`src/sv/hid_report_fragmenter_assert.svh`:
```
// Assertion macros shared by the HID report fragmenter RTL.
`ifndef HID_REPORT_FRAGMENTER_ASSERT_SVH
`define HID_REPORT_FRAGMENTER_ASSERT_SVH

// Same-cycle implication, checked outside reset.
`define HRF_ASSERT_IMP(lbl, ante, cons, msg) \
    lbl: assert property (@(posedge i_clk) disable iff (!i_rst_n) (ante) |-> (cons)) \
        else $error(msg);

// Next-cycle implication, checked outside reset.
`define HRF_ASSERT_NXT(lbl, ante, cons, msg) \
    lbl: assert property (@(posedge i_clk) disable iff (!i_rst_n) (ante) |=> (cons)) \
        else $error(msg);

`endif

```
`src/sv/hrf_pkg.sv`:
```
// Types and constants of the HID report fragmenter.
`default_nettype none

package hrf_pkg;

    localparam int NUM_REPORTS = 6;

    localparam logic [23:0] ENTRY_RESET = 24'h010040;

    // Configuration register indexes
    localparam logic [2:0] CFG_IDX_ENTRY_0 = 3'd0;
    localparam logic [2:0] CFG_IDX_ENTRIES = 3'd6;

    // Link byte codes
    localparam logic [7:0] LINK_SINGLE = 8'h00;
    localparam logic [7:0] LINK_LAST   = 8'h01;
    localparam logic [7:0] LINK_FIRST  = 8'h02;
    localparam logic [7:0] LINK_MIDDLE = 8'h03;

    typedef struct packed {
        logic [7:0]  cmd_byte;
        logic [15:0] msg_length;
        logic        first_of_message;
    } t_in_item;

    typedef struct packed {
        logic [7:0] out_byte;
        logic       end_of_report;
        logic       last;
    } t_out_item;

endpackage

`default_nettype wire

```
`src/sv/hid_report_fragmenter.sv`:
```
// HID report fragmenter: splits a byte-wise command message into HID reports.
// An accepted byte is held in the input register, then its results are written into the
// result queue, from which they are offered at the output.
// Throughput: one input byte per cycle while the output keeps up; a report start queues
// an id, a link and a payload byte and holds off the next byte until at most one result is queued.
// Reset (synchronous, active low) empties the stage and queue, clears the message state
// and restores every table entry to id 1, size 64, with one entry in use.
`default_nettype none

`include "hid_report_fragmenter_assert.svh"

module hid_report_fragmenter (
    input  wire logic              i_clk,
    input  wire logic              i_rst_n,
    input  wire logic              i_in_valid,
    output logic                   o_in_ready,
    input  wire hrf_pkg::t_in_item i_in_data,
    output logic                   o_out_valid,
    input  wire logic              i_out_ready,
    output hrf_pkg::t_out_item     o_out_data,
    input  wire logic              i_cfg_valid,
    output logic                   o_cfg_ready,
    input  wire logic [2:0]        i_cfg_index,
    input  wire logic [23:0]       i_cfg_data
);

    localparam int QDEPTH = 4;

    // configuration
    logic [23:0] r_entry [hrf_pkg::NUM_REPORTS];
    logic [2:0]  r_entries_in_use;

    // input register
    logic              r_in_valid;
    hrf_pkg::t_in_item r_in;

    // message state
    logic [15:0] r_bytes_done;
    logic [15:0] r_payload_left;
    logic        r_first_report_done;

    // result queue
    hrf_pkg::t_out_item r_q [QDEPTH];
    logic [1:0]         r_wr_ptr;
    logic [1:0]         r_rd_ptr;
    logic [2:0]         r_count;

    logic        proc;
    logic        pop;
    logic [1:0]  push_cnt;
    logic [15:0] eff_bd;
    logic [15:0] eff_pl;
    logic        eff_frd;
    logic        start;
    logic [15:0] remaining;
    logic [16:0] need;
    logic [2:0]  n_active;
    logic [23:0] sel_entry;
    logic [15:0] sel_size;
    logic [15:0] cap;
    logic        final_rep;
    logic [7:0]  link;
    logic [15:0] n_payload_left;
    logic [15:0] n_bytes_done;
    logic        n_first_report_done;
    hrf_pkg::t_out_item res_id;
    hrf_pkg::t_out_item res_link;
    hrf_pkg::t_out_item res_pay;

    assign o_cfg_ready = 1'b1;

    // Move the staged byte into the queue only when three slots are surely free.
    assign proc        = r_in_valid && (r_count <= 3'd1);
    assign o_in_ready  = !r_in_valid || proc;
    assign o_out_valid = (r_count != 3'd0);
    assign o_out_data  = r_q[r_rd_ptr];
    assign pop         = o_out_valid && i_out_ready;

    always_comb begin
        eff_bd  = r_in.first_of_message ? 16'd0 : r_bytes_done;
        eff_pl  = r_in.first_of_message ? 16'd0 : r_payload_left;
        eff_frd = r_in.first_of_message ? 1'b0 : r_first_report_done;
        start   = (eff_pl == 16'd0);

        remaining = (r_in.msg_length > eff_bd) ? (r_in.msg_length - eff_bd) : 16'd1;
        need      = {1'b0, remaining} + 17'd2;

        if (r_entries_in_use == 3'd0) begin
            n_active = 3'd1;
        end else if (r_entries_in_use > 3'(hrf_pkg::NUM_REPORTS)) begin
            n_active = 3'(hrf_pkg::NUM_REPORTS);
        end else begin
            n_active = r_entries_in_use;
        end

        // Fallback is the last entry in use; the lowest fitting index wins.
        sel_entry = r_entry[3'(n_active - 3'd1)];
        for (int i = hrf_pkg::NUM_REPORTS - 1; i >= 0; i--) begin
            if ((3'(i) < n_active) && ({1'b0, r_entry[i][15:0]} >= need)) begin
                sel_entry = r_entry[i];
            end
        end
        sel_size = sel_entry[15:0];

        cap       = (sel_size >= 16'd3) ? (sel_size - 16'd2) : 16'd1;
        final_rep = (remaining <= cap);

        if (final_rep) begin
            link = eff_frd ? hrf_pkg::LINK_LAST : hrf_pkg::LINK_SINGLE;
        end else begin
            link = eff_frd ? hrf_pkg::LINK_MIDDLE : hrf_pkg::LINK_FIRST;
        end

        n_payload_left      = (start ? (final_rep ? remaining : cap) : eff_pl) - 16'd1;
        n_first_report_done = start ? 1'b1 : eff_frd;
        n_bytes_done        = (eff_bd == 16'hFFFF) ? eff_bd : (eff_bd + 16'd1);

        res_id.out_byte        = sel_entry[23:16];
        res_id.end_of_report   = 1'b0;
        res_id.last            = 1'b0;
        res_link.out_byte      = link;
        res_link.end_of_report = 1'b0;
        res_link.last          = 1'b0;
        res_pay.out_byte       = r_in.cmd_byte;
        res_pay.end_of_report  = (n_payload_left == 16'd0);
        res_pay.last           = 1'b1;

        push_cnt = start ? 2'd3 : 2'd1;
    end

    always_ff @(posedge i_clk) begin
        if (!i_rst_n) begin
            for (int i = 0; i < hrf_pkg::NUM_REPORTS; i++) begin
                r_entry[i] <= hrf_pkg::ENTRY_RESET;
            end
            r_entries_in_use    <= 3'd1;
            r_in_valid          <= 1'b0;
            r_bytes_done        <= 16'd0;
            r_payload_left      <= 16'd0;
            r_first_report_done <= 1'b0;
            r_wr_ptr            <= 2'd0;
            r_rd_ptr            <= 2'd0;
            r_count             <= 3'd0;
        end else begin
            if (i_cfg_valid && o_cfg_ready) begin
                if (i_cfg_index == hrf_pkg::CFG_IDX_ENTRIES) begin
                    r_entries_in_use <= i_cfg_data[2:0];
                end else if ((i_cfg_index - hrf_pkg::CFG_IDX_ENTRY_0)
                             < 3'(hrf_pkg::NUM_REPORTS)) begin
                    r_entry[i_cfg_index] <= i_cfg_data;
                end
            end

            if (o_in_ready) begin
                r_in_valid <= i_in_valid;
            end

            if (proc) begin
                r_bytes_done        <= n_bytes_done;
                r_payload_left      <= n_payload_left;
                r_first_report_done <= n_first_report_done;
                r_wr_ptr            <= r_wr_ptr + push_cnt;
            end

            if (pop) begin
                r_rd_ptr <= r_rd_ptr + 2'd1;
            end

            r_count <= r_count + (proc ? {1'b0, push_cnt} : 3'd0) - (pop ? 3'd1 : 3'd0);
        end
    end

    // Payload registers: input stage and queue entries.
    always_ff @(posedge i_clk) begin
        if (o_in_ready && i_in_valid) begin
            r_in <= i_in_data;
        end
        if (proc) begin
            if (start) begin
                r_q[r_wr_ptr]         <= res_id;
                r_q[r_wr_ptr + 2'd1]  <= res_link;
                r_q[r_wr_ptr + 2'd2]  <= res_pay;
            end else begin
                r_q[r_wr_ptr]         <= res_pay;
            end
        end
    end

    `HRF_ASSERT_IMP(a_queue_room, proc, r_count <= 3'd1, "queue overfilled by a transaction")
    `HRF_ASSERT_IMP(a_count_bound, 1'b1, r_count <= 3'(QDEPTH), "queue count out of range")
    `HRF_ASSERT_NXT(a_start_three, proc && start && !pop,
                    r_count == $past(r_count) + 3'd3, "report start did not queue three results")
    `HRF_ASSERT_IMP(a_left_needs_start, r_payload_left != 16'd0, r_first_report_done,
                    "payload pending without a started report")
    `HRF_ASSERT_NXT(a_pop_only, !proc && pop, r_count == $past(r_count) - 3'd1,
                    "queue count lost track of a drained result")

endmodule

`default_nettype wire

```
`config.mk`:
```
export PLATFORM = sky130hd
export DESIGN_NAME = hid_report_fragmenter
export DESIGN_NICKNAME = d
export VERILOG_FILES = /design/src/sv/hrf_pkg.sv /design/src/sv/hid_report_fragmenter.sv
export VERILOG_INCLUDE_DIRS = /design/src /design/src/sv
export SDC_FILE = /design/constraint.sdc
export NUM_CORES = 1
export LEC_CHECK = 0
export BUFFER_PORTS_ARGS = -buffer_cell sky130_fd_sc_hd__buf_2
export CORE_ASPECT_RATIO = 0.5
export CORE_MARGIN = 5
export CORE_UTILIZATION = 63
export DETAILED_ROUTE_END_ITERATION = 12
export PLACE_DENSITY = 0.84
export SLEW_MARGIN = 20
export SYNTH_ARGS = -nofsm -noshare
export SYNTH_HDL_FRONTEND = slang
export SYNTH_SLANG_ARGS = --single-unit
```
`constraint.sdc`:
```
create_clock -name i_clk -period 17 [get_ports i_clk]
set_input_delay 3.4 -clock i_clk [delete_from_list [all_inputs] [get_ports i_clk]]
set_output_delay 3.4 -clock i_clk [all_outputs]
set_load 0.05 [all_outputs]
```
==> results of run 1 <==
[logic make-up after synthesis]
kind of cell             Yosys count  share of synthesized area (%)
XOR/XNOR                          56                           2.46
adder cells (fa/ha/maj)          128                           8.12
multiplexers                     104                           8.90
other                              2                         0.0377
AND/OR/NAND/NOR                  700                           16.8
AO/OA/AOI/OAI                    464                           16.8
flip-flops                       303                           43.2
buffers and inverters            184                           3.68
[metal layers]
layer / vias to the layer above / routed length [um]
met2: 1212 / 26500
li1: 7435 / -
met3: 175 / 8920
met5: - / 13
met4: 2 / 2000
met1: 8038 / 24600
[worst paths after layout]
kind / to / slack, ps
worst min register to register: r_q[3][0]$_SDFFE_PP1P_ / 490
worst max-delay path: r_q[0][1]$_DFFE_PP_ / 1040
worst max register to register: r_q[0][1]$_DFFE_PP_ / 1040
worst min-delay path: r_q[3][0]$_SDFFE_PP1P_ / 490
[stage by stage]
stage | total power [uW] | utilization, %
2_1_floorplan | 1880 | -
3_3_place_gp | 2230 | 66.2
3_5_place_dp | 2250 | 66.2
4_1_cts | 2850 | 68.9
5_1_grt | 3040 | 68.9
6_report | 2890 | 68.9
[cell usage after synthesis, drive strengths merged, types with 27 or more instances]
library cell / instances / share of area [%]
clkbuf: 81 / 1.5
mux4: 58 / 6.6
nand2b: 27 / 0.85
a21oi: 87 / 2.2
nor2: 227 / 4.3
nand2: 187 / 3.6
and2: 39 / 1.2
a211oi: 36 / 1.4
nand3: 56 / 1.4
edfxtp: 253 / 38
inv: 77 / 1.5
dfxtp: 50 / 5.0
mux2i: 41 / 2.1
o21ai: 84 / 2.1
xnor2: 30 / 1.3
ha: 126 / 7.9
[flip-flops by register name (all words and copies together), names as in the netlist, named ones only]
name	cells
r_count	3
r_rd_ptr	2
r_entry	192
r_payload_left	16
r_in	25
r_in_valid	1
r_q	40
r_wr_ptr	2
r_entries_in_use	3
r_bytes_done	16
r_first_report_done	1
[layout make-up]
type / instances / area [sq um] / share of cell area, %
sequential: 303 / 8600 / 39.7
timing repair buffer: 98 / 566 / 2.61
multi-input combinational: 1501 / 10800 / 50.0
tap: 432 / 541 / 2.50
clock buffer: 39 / 762 / 3.52
clock inverter: 11 / 81.3 / 0.376
inverter: 77 / 289 / 1.33
[power groups by stage]
| stage | clock (uW) | combinational (uW) | sequential [uW] |
|---|---|---|---|
| floorplan | 0 | 931 | 952 |
| global placement | 0 | 1240 | 992 |
| detailed placement | 0 | 1250 | 996 |
| CTS | 607 | 1260 | 981 |
| global route | 641 | 1410 | 991 |
| finish | 601 | 1300 | 984 |
==> results.md, run 1 <==
- Status: complete, no violations
- Commonest cells after routing, fill and taps aside: edfxtp_1 (253), nor2_1 (223), nand2_1 (186)
- Max-cap check violation count: 0
- ANT nets after route: 0
- Worst setup margin: 1040 ps
- Reg2reg start: r_in[0]$_DFFE_PP_
- Hold Crit Class: flip-flop to flip-flop
- FF+latch count, synth: 303
- Die ar.: 0.0355 sq mm
- Clock Skew: 14.9 ps
- GRT Resource Usage Total: 34.8%
- Die Height: 136 um
- Met2 global-route usage: 51.7%
- Via density per instance: 6.85
- H-tree Lvls: 1
- Tmin final: 15960 ps
- Setup TNS: 0 ps
- CP Launch Type: flip-flop
- Post-route cell area: 0.0217 sq mm
- Yosys warns: 0
- Max frequency: 62.6 MHz
- Area growth syn-to-layout: 8.77%
- Fill count: 2405
- CTS Root Cell: clkbuf_16
- WP data arrival: 16340 ps
- Switching Fraction: 41.2%
- CP max stage delay: 790 ps
- Core area: 0.0314 sq mm
- Placed instance count: 2411
- Initial antenna violation count: 1
- Clock tree sinks: 303
- Fin. max-slew vios: 0
- Async S/R FF share, synth: 0%
- Share of cells above drive strength 1: 12.0%
- Setup Fix Bufs, Post-CTS: 0
- Largest net degree at the start of global routing: 51
- Routability cong.: 1.07
- Max_slew headroom: 22.1%
- M3 GR Usage: 10.4%
- Commonest non-fill, non-tap cell in the layout: edfxtp_1
- Area after DPL: 0.0208 sq mm
- Vias: 16862
- Power per cell area: 133 mW/mm^2
- Hold Buf Count CTS: 0
- Cell count after synthesis: 1941
- Crit path max fanout: 34
- # diodes: 0
- Sequential Power Share: 34.1%
- Starting Density: 63.4%
- Number of global-route vias before repair: 16117
- Post-route insts no fill: 2461
- Clock buffer count from CTS: 27
- DP HPWL: 44200 um
- Crit Path Class: flip-flop to flip-flop
- Psw: 1190 uW
- Layout Nets: 2193
- Crit path buf inv count: 2
- RSZ-0062 raised after global routing: false
- Clk pwr share: 20.8%
- Syn avg cell area: 10.3 sq um
- Leakage: 0.00806 uW
- Worst VDD drop: 0.000102 V
- IO Pins: 70
- WP data required: 17380 ps
- CTS tree: built
- WL/cell: 25.2 um
- Initial DRC Count: 2545
- Max clock buf depth: 3
- Hold Startpoint: r_q[3][0]$_SDFFE_PP1P_
- Internal Power: 1700 uW
- Sequential area share after synthesis: 43.2%
- Resized cells post-CTS: 0
- FF-to-FF path depth: 49
- Part of the power in combinational logic: 45.1%
- Drt pass-1 iters: 6
- Grt ovf: 0
- Pre-CTS WS: 1800 ps
- Number of synthesized flops with an enable pin: 253
- Slew @ Worst Pin: 1150 ps
- CP max stage cell: inv_1
- Die width: 261 um
- CP startpoint: r_in[0]$_DFFE_PP_
- Hold_ws: 485 ps
- Cell depth of the worst setup path: 49
- DRC viols: 0
- WHS Path Cells: 1
- Rows: 46
- Worst setup EP type: flip-flop
- Fin crit share: 93.9%
- Busiest grt layer: met2
- Primary FF master, synth: edfxtp_1
- Post-synthesis cell type count: 93
- PortBufs: 68
- Final setup violation count: 0
- Worst skew pair latency: 570 ps
- Final WL: 62000 um
- First-pass GRT wire length: 94800 um
- Reg clk slew, reported paths: 70 ps
- Crit path max-delay family: compound AO/OA/AOI/OAI gates
- Met1 Use GR: 50.3%
- Post-Syn Area: 0.0199 sq mm
- Hold Vio Cnt, Final: 0
No activity file was read; power rests on OpenSTA's default activity.
==> run 2: changes to the inputs <==
--- a/config.mk
+++ b/config.mk
@@ -6,12 +6,13 @@
 export SDC_FILE = /design/constraint.sdc
 export NUM_CORES = 1
 export LEC_CHECK = 0
+export ABC_AREA = 1
 export BUFFER_PORTS_ARGS = -buffer_cell sky130_fd_sc_hd__buf_2
 export CORE_ASPECT_RATIO = 0.5
 export CORE_MARGIN = 5
-export CORE_UTILIZATION = 63
+export CORE_UTILIZATION = 64
 export DETAILED_ROUTE_END_ITERATION = 12
-export PLACE_DENSITY = 0.84
+export PLACE_DENSITY = 0.85
 export SLEW_MARGIN = 20
 export SYNTH_ARGS = -nofsm -noshare
 export SYNTH_HDL_FRONTEND = slang
==> results.md, run 2 <==
- Status: complete, no violations
- Sequential area share after synthesis: 41.2% (-2.0 points)
- # diodes: 0 (unchanged)
- Multiplexer share of the synthesized area: 0% (-8.9 points)
- Crit path max fanout: 29 (-15%)
- Async S/R FF share, synth: 0% (unchanged)
- Rows: 46 (unchanged)
- Adder-Cell Fraction of Synth Area: 7.79% (-0.32 points)
- CP Launch Type: flip-flop
- FF+latch count, synth: 303 (unchanged)
- First-pass GRT wire length: 101000 um (+6.2%)
- Die ar.: 0.0366 sq mm (+3.1%)
- Synth Area in Simple Gates: 26.2% (+9.4 points)
- Clock tree sinks: 303 (unchanged)
- DP HPWL: 47100 um (+6.6%)
- Max frequency: 75.2 MHz (+20%)
- Compound-Gate Fraction of Synth Area: 14.2% (-2.6 points)
- Max clock buf depth: 3 (unchanged)
- Synth area leaders: edfxtp_1 (36%), nand2_1 (9.9%), ha_1 (7.5%), nor2_1 (6.9%), inv_1 (6.3%)
- Setup TNS: 0 ps (unchanged)
- Fin crit share: 78.2% (-16 points)
- Post-route cell area: 0.0226 sq mm (+4.4%)
- Yosys warns: 0 (unchanged)
- Primary FF master, synth: edfxtp_1
- Largest family of logic cells by synthesized area: simple AND/OR/NAND/NOR gates
- Reg clk slew, reported paths: 70 ps (about the same)
- Max-cap check violation count: 0 (unchanged)
- Syn avg cell area: 7.62 sq um (-26%)
- Post-synthesis cell type count: 60 (-35%)
- DRC viols: 0 (unchanged)
- Slew @ Worst Pin: 1220 ps (+69.5 ps)
- Number of synthesized flops with an enable pin: 253 (unchanged)
- Die Height: 138 um (+1.5%)
- Worst skew pair latency: 600 ps (+30 ps)
- Most frequent CP cell: nand2_1
- Area growth syn-to-layout: 8.23%
- Clock buffer count from CTS: 28 (+3.7%)
- Initial antenna violation count: 4 (+3)
- Drt pass-1 iters: 7 (+1)
- Share of cells above drive strength 1: 9.10% (-2.9 points)
- CP max stage delay: 840 ps (+50 ps)
- Synth Area in XOR/XNOR: 1.01% (-1.5 points)
- Post-Syn Area: 0.0209 sq mm (+4.9%)
- Final setup violation count: 0 (unchanged)
- WL/cell: 20.1 um (-20%)
- Resized cells post-CTS: 0 (unchanged)
- Grt ovf: 0 (unchanged)
- Worst VDD drop: 0.0000998 V (-2.1%)
- Largest regs: r_entry (192), r_q (40), r_in (25)
- Top reg by flops: r_entry
- FF-to-FF path depth: 62 (+27%)
- Power per cell area: 125 mW/mm^2 (-6.4%)
- Cell count after synthesis: 2740 (+41%)
- Vias: 19820 (+18%)
- Area after DPL: 0.0217 sq mm (+4.1%)
- Number of global-route vias before repair: 18160 (+13%)
- H-tree Lvls: 1 (unchanged)
- Post-synth top area share: 36.4% (-1.8 points)
- RSZ-0062 raised after global routing: false
- Layout Nets: 2988 (+36%)
- IO Pins: 70 (unchanged)
- Initial DRC Count: 2777 (+9.1%)
- Commonest non-fill, non-tap cell in the layout: nand2_1
- Max reg flops: 192 (unchanged)
- Leakage: 0.00990 uW (+23%)
- PnR Total Power: 2820 uW (-2.3%)
- Cell taking the most area after synthesis: edfxtp_1
- Fill count: 2581 (+7.3%)
- Most common cell in the netlist: nand2_1
- WP data arrival: 13740 ps (-2600 ps)
- Synth top cells by count: nand2_1 (551), nor2_1 (386), inv_1 (353)
- CTS tree: built
- Tmin final: 13300 ps (-2660 ps)
- Core area: 0.0319 sq mm (+1.6%)
- CTS Root Cell: clkbuf_16
- Post-route insts no fill: 3257 (+32%)
- Crit Path Class: flip-flop to flip-flop
- Setup Fix Bufs, Post-CTS: 0 (unchanged)
- Hold Crit Class: flip-flop to flip-flop
- WHS Path Cells: 2 (+1)
- Hold Buf Count CTS: 0 (unchanged)
- Via density per instance: 6.09 (-11%)
- WP data required: 17440 ps (+60 ps)
- Worst setup margin: 3700 ps (+2660 ps)
- Starting Density: 65.4% (+2.0 points)
- Commonest cells after routing, fill and taps aside: nand2_1 (551), nor2_1 (385), inv_1 (353)
- Die width: 265 um (+1.5%)
- PortBufs: 68 (unchanged)
- Max_slew headroom: 18.0% (-4.1 points)
- CP max stage cell: edfxtp_1
- Routability cong.: 0.994 (-7.3%)
- Pre-CTS WS: 4030 ps (+2230 ps)
- GRT Resource Usage Total: 35.1% (+0.31 points)
- Fin. max-slew vios: 0 (unchanged)
- ANT nets after route: 0 (unchanged)
- Clock Skew: 24.8 ps (+9.87 ps)
- Worst setup EP type: flip-flop
- Placed instance count: 3205 (+33%)
- Largest net degree at the start of global routing: 86 (+69%)
- Final WL: 65600 um (+5.7%)
- Hold Vio Cnt, Final: 0 (unchanged)
## run 2: layout make-up
type	instances	area [sq um]	area share, %
Inverter	395	1480	6.56
Clock buffer	43	797	3.53
Clock inverter	9	151	0.670
Tap cell	432	541	2.39
Multi-Input combinational cell	1980	10500	46.4
Timing Repair Buffer	95	543	2.40
Sequential cell	303	8600	38.0
## run 2: routing by layer
metal,track usage [%],up-vias,wire length [um]
li1,-,9223,-
met2,55.9,1312,28300
met3,9.23,195,8830
met1,47.9,9086,26300
met4,10.2,4,2120
met5,0,-,27
## run 2: where the power goes
part | switching, uW | total, uW | internal, uW
Combinational | 849 | 1210 | 362
Sequential | 50.1 | 947 | 897
Clock | 296 | 667 | 371
## run 2: cells by family after synthesis
family                     count (synthesis)
AOI/OAI and AO/OA                        525
xor gates and xnor gates                  24
adders and majority gates                129
buffers and inverters                    504
DFF                                      303
other                                      2
and+or+nand+nor                         1253
## run 2: final timing paths
check                                                   start                       endpoint  slack, ps
worst max register to register              r_in[0]$_DFFE_PP_            r_q[2][1]$_DFFE_PP_       3700
worst max-delay path                        r_in[0]$_DFFE_PP_            r_q[2][1]$_DFFE_PP_       3700
worst min register to register  r_bytes_done[12]$_SDFFE_PN0P_  r_bytes_done[12]$_SDFFE_PN0P_        470
worst min-delay path            r_bytes_done[12]$_SDFFE_PN0P_  r_bytes_done[12]$_SDFFE_PN0P_        470
## run 2: stage by stage
stage          hold WS, ps  utilization [%]
2_1_floorplan          430                -
3_3_place_gp           452             67.8
3_5_place_dp           453             67.8
4_1_cts                466             70.8
5_1_grt                492             70.8
6_report               473             70.8
## run 2: worst max-delay path, delay by kind of cell (launching register included)
| kind | cells | cell delay (ps) |
|---|---|---|
| flip-flops | 1 | 840 |
| AND/OR/NAND/NOR | 40 | 5830 |
| buffers and inverters | 8 | 2000 |
| adder cells (fa/ha/maj) | 6 | 1800 |
| XOR/XNOR | 2 | 770 |
| AO/OA/AOI/OAI | 6 | 1870 |
